===== config.mk =====
export PLATFORM = sky130hd
export DESIGN_NAME = lru_recency_list_flat
export DESIGN_NICKNAME = d
export VERILOG_FILES = /design/src/hdl/lrl_pkg.sv /design/src/hdl/lrl_if.sv /design/src/hdl/lru_recency_list.sv /design/src/hdl/lrl_ram.sv /design/src/flat_wrapper.sv
export VERILOG_INCLUDE_DIRS = /design/src /design/src/hdl
export SDC_FILE = /design/constraint.sdc
export NUM_CORES = 1
export LEC_CHECK = 0
export ABC_AREA = 0
export BUFFER_PORTS_ARGS = -buffer_cell sky130_fd_sc_hd__buf_2
export CAP_MARGIN = 25
export CELL_PAD_IN_SITES_DETAIL_PLACEMENT = 1
export CELL_PAD_IN_SITES_GLOBAL_PLACEMENT = 1
export CORE_MARGIN = 8
export CORE_UTILIZATION = 30
export DETAILED_ROUTE_END_ITERATION = 10
export PLACE_DENSITY = 0.5
export SETUP_SLACK_MARGIN = 0.15
export SLEW_MARGIN = 20
export SYNTH_ARGS = -nofsm -noshare
export SYNTH_HDL_FRONTEND = slang
export SYNTH_SLANG_ARGS = --single-unit

===== constraint.sdc =====
create_clock -name clk_i -period 9.6 [get_ports clk_i]
set_clock_uncertainty 0.1 [all_clocks]
set_input_delay 0.96 -clock clk_i [delete_from_list [all_inputs] [get_ports clk_i]]
set_output_delay 0.96 -clock clk_i [all_outputs]
set_load 0.02 [all_outputs]

===== src/hdl/lru_recency_list_macros.svh =====
// Assertion macros for the recency list block.
`ifndef LRU_RECENCY_LIST_MACROS_SVH
`define LRU_RECENCY_LIST_MACROS_SVH

`ifndef ASSERT_OFF

// Concurrent check on a named clock and active-low reset.
`define LRL_ASSERT(lbl, clk, rst_n, prop, msg) \
  lbl: assert property (@(posedge clk) disable iff (!rst_n) prop) else $error(msg);

// Same, on the house clock and reset names.
`define LRL_ASSERT_STD(lbl, prop, msg) `LRL_ASSERT(lbl, clk_i, rst_ni, prop, msg)

`else

`define LRL_ASSERT(lbl, clk, rst_n, prop, msg)
`define LRL_ASSERT_STD(lbl, prop, msg)

`endif

`endif


===== src/hdl/lrl_pkg.sv =====
// Shared types and constants for the recency list block.
package lrl_pkg;

  localparam int unsigned LRL_DEPTH       = 16;
  localparam int unsigned LRL_HANDLE_BITS = 8;
  localparam int unsigned LRL_CNT_W       = $clog2(LRL_DEPTH + 1);
  localparam int unsigned ID_W            = 16;
  localparam int unsigned CMD_W           = 3;

  typedef enum logic [CMD_W-1:0] {
    CMD_INSERT      = 3'd0,
    CMD_REMOVE_TAIL = 3'd1,
    CMD_READ_HEAD   = 3'd2,
    CMD_READ_TAIL   = 3'd3,
    CMD_REMOVE_ID   = 3'd4
  } cmd_e;

  typedef enum logic [1:0] {
    ST_OK        = 2'd0,
    ST_EMPTY     = 2'd1,
    ST_NOT_FOUND = 2'd2,
    ST_FULL      = 2'd3
  } status_e;

  typedef enum logic [2:0] {
    S_IDLE,
    S_EXEC,
    S_RDWAIT,
    S_SEARCH,
    S_SHIFT,
    S_RESP
  } state_e;

endpackage


===== src/hdl/lrl_if.sv =====
// Command and response channel interfaces of the recency list block.
interface lrl_cmd_if import lrl_pkg::*; #(
  parameter int unsigned HANDLE_BITS = LRL_HANDLE_BITS
);
  logic                   valid;
  logic                   ready;
  logic [CMD_W-1:0]       command;
  logic [ID_W-1:0]        block_id;
  logic [HANDLE_BITS-1:0] entry_handle;

  modport source (output valid, command, block_id, entry_handle, input ready);
  modport sink   (input valid, command, block_id, entry_handle, output ready);
endinterface

interface lrl_rsp_if import lrl_pkg::*; #(
  parameter int unsigned HANDLE_BITS = LRL_HANDLE_BITS,
  parameter int unsigned CNT_W       = LRL_CNT_W
);
  logic                   valid;
  logic                   ready;
  status_e                status;
  logic [ID_W-1:0]        out_block_id;
  logic [HANDLE_BITS-1:0] out_handle;
  logic [CNT_W-1:0]       entry_count;

  modport source (output valid, status, out_block_id, out_handle, entry_count, input ready);
  modport sink   (input valid, status, out_block_id, out_handle, entry_count, output ready);
endinterface


===== src/hdl/lru_recency_list.sv =====
// Recency list of cache entries: ring-buffer store plus command sequencer.
//
// Usage
//   cmd_i  : valid/ready channel carrying command, block_id and entry_handle.
//   rsp_o  : valid/ready channel carrying status, out_block_id, out_handle and
//            entry_count; exactly one response transfer per command transfer.
//   Entries sit in a single-port-read, single-port-write RAM used as a ring;
//   a head pointer marks the most recent entry, head + count - 1 the tail.
//   Insert, an unused code or an empty list goes through S_EXEC to S_RESP;
//   read head, read tail and remove tail also pass S_RDWAIT for the read
//   data; remove by id walks S_SEARCH to a match or the tail, then S_SHIFT
//   when the match is behind the head.
//   The search reads one entry per cycle; on a match the entries in front of
//   it are copied one place toward the tail, one per cycle, then the head
//   advances. The single RAM read port keeps both walks serial.
//   One command is worked on at a time; cmd_i.ready is high while idle.
//   Reset empties the list (count and head cleared); no clearing pass.
//   A stalled response is held in the output register while the next command
//   is taken and run; that command's result then waits until the slot frees.
module lru_recency_list import lrl_pkg::*; #(
  parameter int unsigned DEPTH       = LRL_DEPTH,
  parameter int unsigned HANDLE_BITS = LRL_HANDLE_BITS
) (
  input  logic       clk_i,
  input  logic       rst_ni,
  lrl_cmd_if.sink    cmd_i,
  lrl_rsp_if.source  rsp_o
);

`include "lru_recency_list_macros.svh"

  localparam int unsigned PTR_W = $clog2(DEPTH);
  localparam int unsigned CNT_W = $clog2(DEPTH + 1);
  localparam int unsigned ENT_W = ID_W + HANDLE_BITS;

  // ring position to RAM address
  function automatic logic [PTR_W-1:0] phys(input logic [PTR_W-1:0] hd,
                                            input logic [PTR_W-1:0] p);
    logic [PTR_W:0] s;
    s = {1'b0, hd} + {1'b0, p};
    if (s >= (PTR_W+1)'(DEPTH)) s = s - (PTR_W+1)'(DEPTH);
    return s[PTR_W-1:0];
  endfunction

  state_e                 state_q, state_d;
  cmd_e                   cmd_q;
  logic [ID_W-1:0]        id_q;
  logic [HANDLE_BITS-1:0] hdl_q;
  logic [PTR_W-1:0]       head_q, head_d;
  logic [CNT_W-1:0]       count_q, count_d;
  logic [PTR_W-1:0]       pos_q, pos_d;
  status_e                res_st_q, res_st_d;
  logic [ID_W-1:0]        res_id_q, res_id_d;
  logic [HANDLE_BITS-1:0] res_hdl_q, res_hdl_d;

  logic                   out_valid_q;
  status_e                out_st_q;
  logic [ID_W-1:0]        out_id_q;
  logic [HANDLE_BITS-1:0] out_hdl_q;
  logic [CNT_W-1:0]       out_cnt_q;

  logic                   ram_we, ram_re;
  logic [PTR_W-1:0]       ram_waddr, ram_raddr;
  logic [ENT_W-1:0]       ram_wdata, ram_rdata;

  logic                   cmd_fire, out_free, empty;
  logic [PTR_W-1:0]       last_pos, head_inc, head_dec;
  logic [ID_W-1:0]        rd_id;
  logic [HANDLE_BITS-1:0] rd_hdl;

  assign cmd_fire = cmd_i.valid && cmd_i.ready;
  assign out_free = !out_valid_q || rsp_o.ready;
  assign empty    = (count_q == '0);
  assign last_pos = PTR_W'(count_q - CNT_W'(1));
  assign head_inc = (head_q == PTR_W'(DEPTH - 1)) ? '0 : head_q + PTR_W'(1);
  assign head_dec = (head_q == '0) ? PTR_W'(DEPTH - 1) : head_q - PTR_W'(1);
  assign rd_id    = ram_rdata[ENT_W-1 -: ID_W];
  assign rd_hdl   = ram_rdata[HANDLE_BITS-1:0];

  lrl_ram #(
    .DEPTH (DEPTH),
    .WIDTH (ENT_W)
  ) u_ram (
    .clk_i   (clk_i),
    .we_i    (ram_we),
    .waddr_i (ram_waddr),
    .wdata_i (ram_wdata),
    .re_i    (ram_re),
    .raddr_i (ram_raddr),
    .rdata_o (ram_rdata)
  );

  always_ff @(posedge clk_i or negedge rst_ni) begin
    if (!rst_ni) begin
      state_q <= S_IDLE;
      head_q  <= '0;
      count_q <= '0;
    end else begin
      state_q <= state_d;
      head_q  <= head_d;
      count_q <= count_d;
    end
  end

  // command latch and working registers
  always_ff @(posedge clk_i) begin
    if (cmd_fire) begin
      cmd_q <= cmd_e'(cmd_i.command);
      id_q  <= cmd_i.block_id;
      hdl_q <= cmd_i.entry_handle;
    end
    pos_q     <= pos_d;
    res_st_q  <= res_st_d;
    res_id_q  <= res_id_d;
    res_hdl_q <= res_hdl_d;
  end

  always_comb begin
    state_d   = state_q;
    head_d    = head_q;
    count_d   = count_q;
    pos_d     = pos_q;
    res_st_d  = res_st_q;
    res_id_d  = res_id_q;
    res_hdl_d = res_hdl_q;
    ram_we    = 1'b0;
    ram_waddr = '0;
    ram_wdata = '0;
    ram_re    = 1'b0;
    ram_raddr = '0;

    unique case (state_q)
      S_IDLE: begin
        if (cmd_fire) state_d = S_EXEC;
      end
      S_EXEC: begin
        res_st_d  = ST_OK;
        res_id_d  = '0;
        res_hdl_d = '0;
        state_d   = S_RESP;
        unique case (cmd_q)
          CMD_INSERT: begin
            if (count_q == CNT_W'(DEPTH)) begin
              res_st_d = ST_FULL;
            end else begin
              ram_we    = 1'b1;
              ram_waddr = head_dec;
              ram_wdata = {id_q, hdl_q};
              head_d    = head_dec;
              count_d   = count_q + CNT_W'(1);
            end
          end
          CMD_REMOVE_TAIL, CMD_READ_TAIL: begin
            if (empty) begin
              res_st_d = ST_EMPTY;
            end else begin
              ram_re    = 1'b1;
              ram_raddr = phys(head_q, last_pos);
              state_d   = S_RDWAIT;
            end
          end
          CMD_READ_HEAD: begin
            if (empty) begin
              res_st_d = ST_EMPTY;
            end else begin
              ram_re    = 1'b1;
              ram_raddr = head_q;
              state_d   = S_RDWAIT;
            end
          end
          CMD_REMOVE_ID: begin
            if (empty) begin
              res_st_d = ST_EMPTY;
            end else begin
              ram_re    = 1'b1;
              ram_raddr = head_q;
              pos_d     = '0;
              state_d   = S_SEARCH;
            end
          end
          default: ;
        endcase
      end
      S_RDWAIT: begin
        res_id_d  = rd_id;
        res_hdl_d = rd_hdl;
        if (cmd_q == CMD_REMOVE_TAIL) count_d = count_q - CNT_W'(1);
        state_d = S_RESP;
      end
      S_SEARCH: begin
        // read data holds the entry at pos_q
        if (rd_id == id_q) begin
          res_id_d  = rd_id;
          res_hdl_d = rd_hdl;
          if (pos_q == '0) begin
            head_d  = head_inc;
            count_d = count_q - CNT_W'(1);
            state_d = S_RESP;
          end else begin
            ram_re    = 1'b1;
            ram_raddr = phys(head_q, pos_q - PTR_W'(1));
            pos_d     = pos_q - PTR_W'(1);
            state_d   = S_SHIFT;
          end
        end else if (pos_q == last_pos) begin
          res_st_d = ST_NOT_FOUND;
          state_d  = S_RESP;
        end else begin
          ram_re    = 1'b1;
          ram_raddr = phys(head_q, pos_q + PTR_W'(1));
          pos_d     = pos_q + PTR_W'(1);
        end
      end
      S_SHIFT: begin
        // move entry at pos_q one place toward the tail
        ram_we    = 1'b1;
        ram_waddr = phys(head_q, pos_q + PTR_W'(1));
        ram_wdata = ram_rdata;
        if (pos_q == '0) begin
          head_d  = head_inc;
          count_d = count_q - CNT_W'(1);
          state_d = S_RESP;
        end else begin
          ram_re    = 1'b1;
          ram_raddr = phys(head_q, pos_q - PTR_W'(1));
          pos_d     = pos_q - PTR_W'(1);
        end
      end
      S_RESP: begin
        if (out_free) state_d = S_IDLE;
      end
      default: state_d = S_IDLE;
    endcase
  end

  // response output register
  always_ff @(posedge clk_i or negedge rst_ni) begin
    if (!rst_ni) begin
      out_valid_q <= 1'b0;
    end else if (state_q == S_RESP && out_free) begin
      out_valid_q <= 1'b1;
    end else if (rsp_o.ready) begin
      out_valid_q <= 1'b0;
    end
  end

  always_ff @(posedge clk_i) begin
    if (state_q == S_RESP && out_free) begin
      out_st_q  <= res_st_q;
      out_id_q  <= res_id_q;
      out_hdl_q <= res_hdl_q;
      out_cnt_q <= count_q;
    end
  end

  assign cmd_i.ready        = (state_q == S_IDLE);
  assign rsp_o.valid        = out_valid_q;
  assign rsp_o.status       = out_st_q;
  assign rsp_o.out_block_id = out_id_q;
  assign rsp_o.out_handle   = out_hdl_q;
  assign rsp_o.entry_count  = out_cnt_q;

  `LRL_ASSERT_STD(a_accept_exec, cmd_fire |=> (state_q == S_EXEC), "accepted command not run")
  `LRL_ASSERT_STD(a_cnt_at_end, (count_q != $past(count_q)) |-> (state_q == S_RESP), "count moved mid-command")
  `LRL_ASSERT_STD(a_no_clash, !(ram_we && ram_re && (ram_waddr == ram_raddr)), "read and write hit one entry")
  `LRL_ASSERT_STD(a_full_cnt, (rsp_o.valid && (rsp_o.status == ST_FULL)) |-> (rsp_o.entry_count == CNT_W'(DEPTH)), "full reported below depth")
  `LRL_ASSERT_STD(a_empty_zero, (rsp_o.valid && (rsp_o.status == ST_EMPTY)) |-> ((rsp_o.entry_count == '0) && (rsp_o.out_block_id == '0)), "empty response not clean")

endmodule


===== src/hdl/lrl_ram.sv =====
// Entry store: one write port, one read port, registered read data.
module lrl_ram #(
  parameter int unsigned DEPTH = 16,
  parameter int unsigned WIDTH = 24
) (
  input  logic                     clk_i,
  input  logic                     we_i,
  input  logic [$clog2(DEPTH)-1:0] waddr_i,
  input  logic [WIDTH-1:0]         wdata_i,
  input  logic                     re_i,
  input  logic [$clog2(DEPTH)-1:0] raddr_i,
  output logic [WIDTH-1:0]         rdata_o
);

  logic [WIDTH-1:0] mem [DEPTH];
  logic [WIDTH-1:0] rdata_q;

  always_ff @(posedge clk_i) begin
    if (we_i) begin
      mem[waddr_i] <= wdata_i;
    end
  end

  always_ff @(posedge clk_i) begin
    if (re_i) begin
      rdata_q <= mem[raddr_i];
    end
  end

  assign rdata_o = rdata_q;

endmodule


===== src/flat_wrapper.sv =====
// flat-port wrapper written by rule: the top's interface ports become plain ports
module lru_recency_list_flat import lrl_pkg::*;
#(
  parameter int unsigned DEPTH       = LRL_DEPTH,
  parameter int unsigned HANDLE_BITS = LRL_HANDLE_BITS
)
  (clk_i, rst_ni, cmd_i_valid, cmd_i_command, cmd_i_block_id, cmd_i_entry_handle, cmd_i_ready, rsp_o_valid, rsp_o_status, rsp_o_out_block_id, rsp_o_out_handle, rsp_o_entry_count, rsp_o_ready);
  lrl_cmd_if #(.HANDLE_BITS(HANDLE_BITS)) cmd_i_i ();
  lrl_rsp_if #(.HANDLE_BITS(HANDLE_BITS)) rsp_o_i ();
  input  logic clk_i;
  input  logic rst_ni;
  input wire logic [$bits(cmd_i_i.valid)-1:0] cmd_i_valid;
  input wire logic [$bits(cmd_i_i.command)-1:0] cmd_i_command;
  input wire logic [$bits(cmd_i_i.block_id)-1:0] cmd_i_block_id;
  input wire logic [$bits(cmd_i_i.entry_handle)-1:0] cmd_i_entry_handle;
  output wire logic [$bits(cmd_i_i.ready)-1:0] cmd_i_ready;
  output wire logic [$bits(rsp_o_i.valid)-1:0] rsp_o_valid;
  output wire logic [$bits(rsp_o_i.status)-1:0] rsp_o_status;
  output wire logic [$bits(rsp_o_i.out_block_id)-1:0] rsp_o_out_block_id;
  output wire logic [$bits(rsp_o_i.out_handle)-1:0] rsp_o_out_handle;
  output wire logic [$bits(rsp_o_i.entry_count)-1:0] rsp_o_entry_count;
  input wire logic [$bits(rsp_o_i.ready)-1:0] rsp_o_ready;
  assign cmd_i_i.valid = cmd_i_valid;
  assign cmd_i_i.command = cmd_i_command;
  assign cmd_i_i.block_id = cmd_i_block_id;
  assign cmd_i_i.entry_handle = cmd_i_entry_handle;
  assign cmd_i_ready = cmd_i_i.ready;
  assign rsp_o_valid = rsp_o_i.valid;
  assign rsp_o_status = rsp_o_i.status;
  assign rsp_o_out_block_id = rsp_o_i.out_block_id;
  assign rsp_o_out_handle = rsp_o_i.out_handle;
  assign rsp_o_entry_count = rsp_o_i.entry_count;
  assign rsp_o_i.ready = rsp_o_ready;
  lru_recency_list #(.DEPTH(DEPTH), .HANDLE_BITS(HANDLE_BITS)) u_core (.clk_i(clk_i), .rst_ni(rst_ni), .cmd_i(cmd_i_i), .rsp_o(rsp_o_i));
endmodule

==> run_results.csv <==
group,metric,value,unit
outcome,status,"completed",
global_route,grt_max_degree,41,
cts,postCtsSetupBuffers,0,
floorplanning,dieArea,76000,sq um
yosys,synth_flop_cell,"edfxtp_1",
cts,cts.htree.levels,2,
drt,wl_met3,2430,um
placed_design,gp_congestion,0.753,
drt,drc_errors,0,
power,seqPwrFrac,39.4,%
yosys,yosysTopAreaCellShare,73.6,%
run,drv_cap,0,
final_layout,n_antenna_cell,0,
power,ir_drop,0.272,mV
drt,routed.top_layer,"met4",
final_layout,nets,1192,
cts,cts_hold_buffers,0,
yosys,yosysMostFrequentCell,"edfxtp_1",
sta,max_freq,197,MHz
drt,dr.pass1.iters,4,
placed_design,place.port_buffers,63,
yosys,ys_ff_latch,509,
worst_hold_path,hold_path.class,"input port to asynchronous set/reset pin",
final_layout,final.fill_count,6612,
sta,drv_slew,0,
power,power.density,388,nW/um^2
floorplanning,die_h,276,um
final_layout,multi_input_area,4870,sq um
sta,worst_pin_slew,0.987,ns
setup_path,cp_max_fo,35,
cts,cts.sinks,509,
cts,tritoncts,"built",
global_route,grt_pass1_wl,79000,um
sta,hold_viol_final,0,
final_layout,seqCellArea,15200,sq um
global_route,grt_pass1_vias,11044,
cts,clk_pin_slew,0.07,ns
cts,cts_buffer_depth,3,
final_layout,drive_above_1_share,25.9,%
setup_path,endpoint_kind,"flop",
cts,post_cts_resize_count,0,
power,p_leak,0.00789,uW
floorplanning,start_util,30.2,%
power,p_int,5920,uW
sta,period_minus_slack,5.08,ns
setup_path,cp.required,9.86,ns
drt,routed_wl,54300,um
setup_path,cp-start-kind,"flop",
sta,whs,0.195,ns
floorplanning,num_io_pins,64,
sta,rsz0062_at_grt,"no",
final_layout,area_growth,17.3,%
yosys,synth_area,20200,sq um
drt,viasPerCell,5.00,
yosys,syn_avg_cell_area,19.4,sq um
power,clockPowerShare,23.8,%
yosys,synth_area_leader_cell,"edfxtp_1",
floorplanning,rows,95,
sta,setup_viol,0,
floorplanning,die_w,276,um
yosys,syn_nets,1091,
sta,slew_headroom,33.9,%
yosys,yosys-top-cells-count,"edfxtp_1 (496), mux4_2 (96), a22oi_1 (50), nand2_1 (46), nor2_1 (37)",
drt,wl_per_cell,26.3,um
yosys,synthTopCellsByArea,"edfxtp_1 (74%), mux4_2 (11%), a22oi_1 (1.9%)",
global_route,gr-total-overflow,0,
power,switchingPower,3290,uW
sta,tns,0,ns
global_route,antenna_found_initial,3,
setup_path,worstPathArrival,5.35,ns
yosys,yosysUniqueCellTypes,56,
yosys,synthCells,1042,
placed_design,dpl.hpwl,30700,um
drt,wl_met1,25000,um
floorplanning,core_area,67000,sq um
power,combPwrFrac,36.9,%
yosys,async_flop_share,2.55,%
sta,period_share,53.0,%
drt,route.met2.wl,25900,um
setup_path,critPathKind,"flop to flop",
yosys,synth-edff-count,496,
cts,cts-buffers-inserted,54,
power,p_sw_share,35.7,%
drt,postRouteAntennaNets,0,
drt,dr.first_iter.drc_count,897,
yosys,yosysWarnings,0,
yosys,seq_area_frac_synth,75.2,%
cts,root_buffer,"clkbuf_16",
global_route,grt_usage,14.3,%
cts,clock_latency,0.62,ns
drt,via_count,10312,
[layer usage]
layer / track usage [%] / vias up
li1: - / 4461
met5: 0 / -
met3: 2.61 / 66
met4: 3.31 / 0
met2: 23.4 / 235
met1: 19.8 / 5550
[flip-flops by register name (all words and copies together), names as in the netlist, 8 cells and up]
signal,flops
u_core.u_ram.mem,384
u_core.rsp_o.out_block_id,16
u_core.res_hdl_q,8
u_core.rsp_o.out_handle,8
u_core.hdl_q,8
u_core.id_q,16
u_core.res_id_q,16
u_core.u_ram.rdata_o,24
[logic make-up after synthesis]
family / Yosys count / synth area share, %
mux: 96 / 10.7
fa+ha+maj: 18 / 1.22
compound gates: 152 / 5.43
buf+inv: 70 / 1.58
xor+xnor: 44 / 2.04
flops: 509 / 75.2
simple gates: 153 / 3.83
[layout make-up]
class / count / share of cell area (%)
sequential: 509 / 64.1
tap: 873 / 4.60
clock inverter: 43 / 2.13
clock buffer: 59 / 5.77
multi-input combinational: 463 / 20.5
inverter: 21 / 0.332
timing repair buffer: 94 / 2.56
[worst max-delay path: stages, from the launching register on]
cell and delay (ns):
edfxtp_1 0.46, xor2_1 0.19, nor4_1 0.73, nand4_1 0.61, nand3_2 0.35, o221a_4 0.69, buf_4 0.71, mux4_2 0.60
a22oi_1 0.21, nand2_1 0.07
[power by group through the flow]
stage                     registers, uW  clock network [uW]  logic [uW]
after floorplan                    3610                   0        2220
after global placement             3660                   0        3380
after detailed placement           3680                   0        3470
after CTS                          3640                2250        3480
after global routing               3690                2330        3690
final                              3630                2190        3390
[placed cells by master (no fill, tap or decap), types with 20 or more instances in the layout]
cell	count
clkbuf_16	54
a22oi_1	50
a22o_1	27
inv_1	20
nand2_1	46
and2_1	26
buf_2	63
xor2_1	32
mux4_2	96
edfxtp_1	496
buf_4	28
[metrics by stage]
stage	worst slack, ns	instance area [sq um]	total power (uW)	utilization, %	cells
after detailed placement	4.54	21900	7150	32.6	1960
final	4.52	23700	9210	35.4	2062
after global routing	4.23	23700	9710	35.4	2062
after CTS	4.51	23700	9360	35.4	2062
after floorplan	5.99	20200	5840	-	1042
after global placement	4.56	21800	7040	32.5	1957
[final timing paths]
path | startpoint | to | slack (ns) | cells past startpoint
worst min register to register | u_core.res_hdl_q[0] | u_core.rsp_o.out_handle[0] | 0.30 | 0
worst min-delay path | rst_ni | u_core.head_q[0] | 0.19 | 1
max in group asynchronous | rst_ni | u_core.state_q[1] | 8.91 | 1
min in group clk_i | u_core.res_hdl_q[0] | u_core.rsp_o.out_handle[0] | 0.30 | 0
worst max-delay path | u_core.u_ram.rdata_o[20] | u_core.u_ram.rdata_o[12] | 4.52 | 9
worst max register to register | u_core.u_ram.rdata_o[20] | u_core.u_ram.rdata_o[12] | 4.52 | 9
Note: power is estimated with default switching activity, not from simulation.
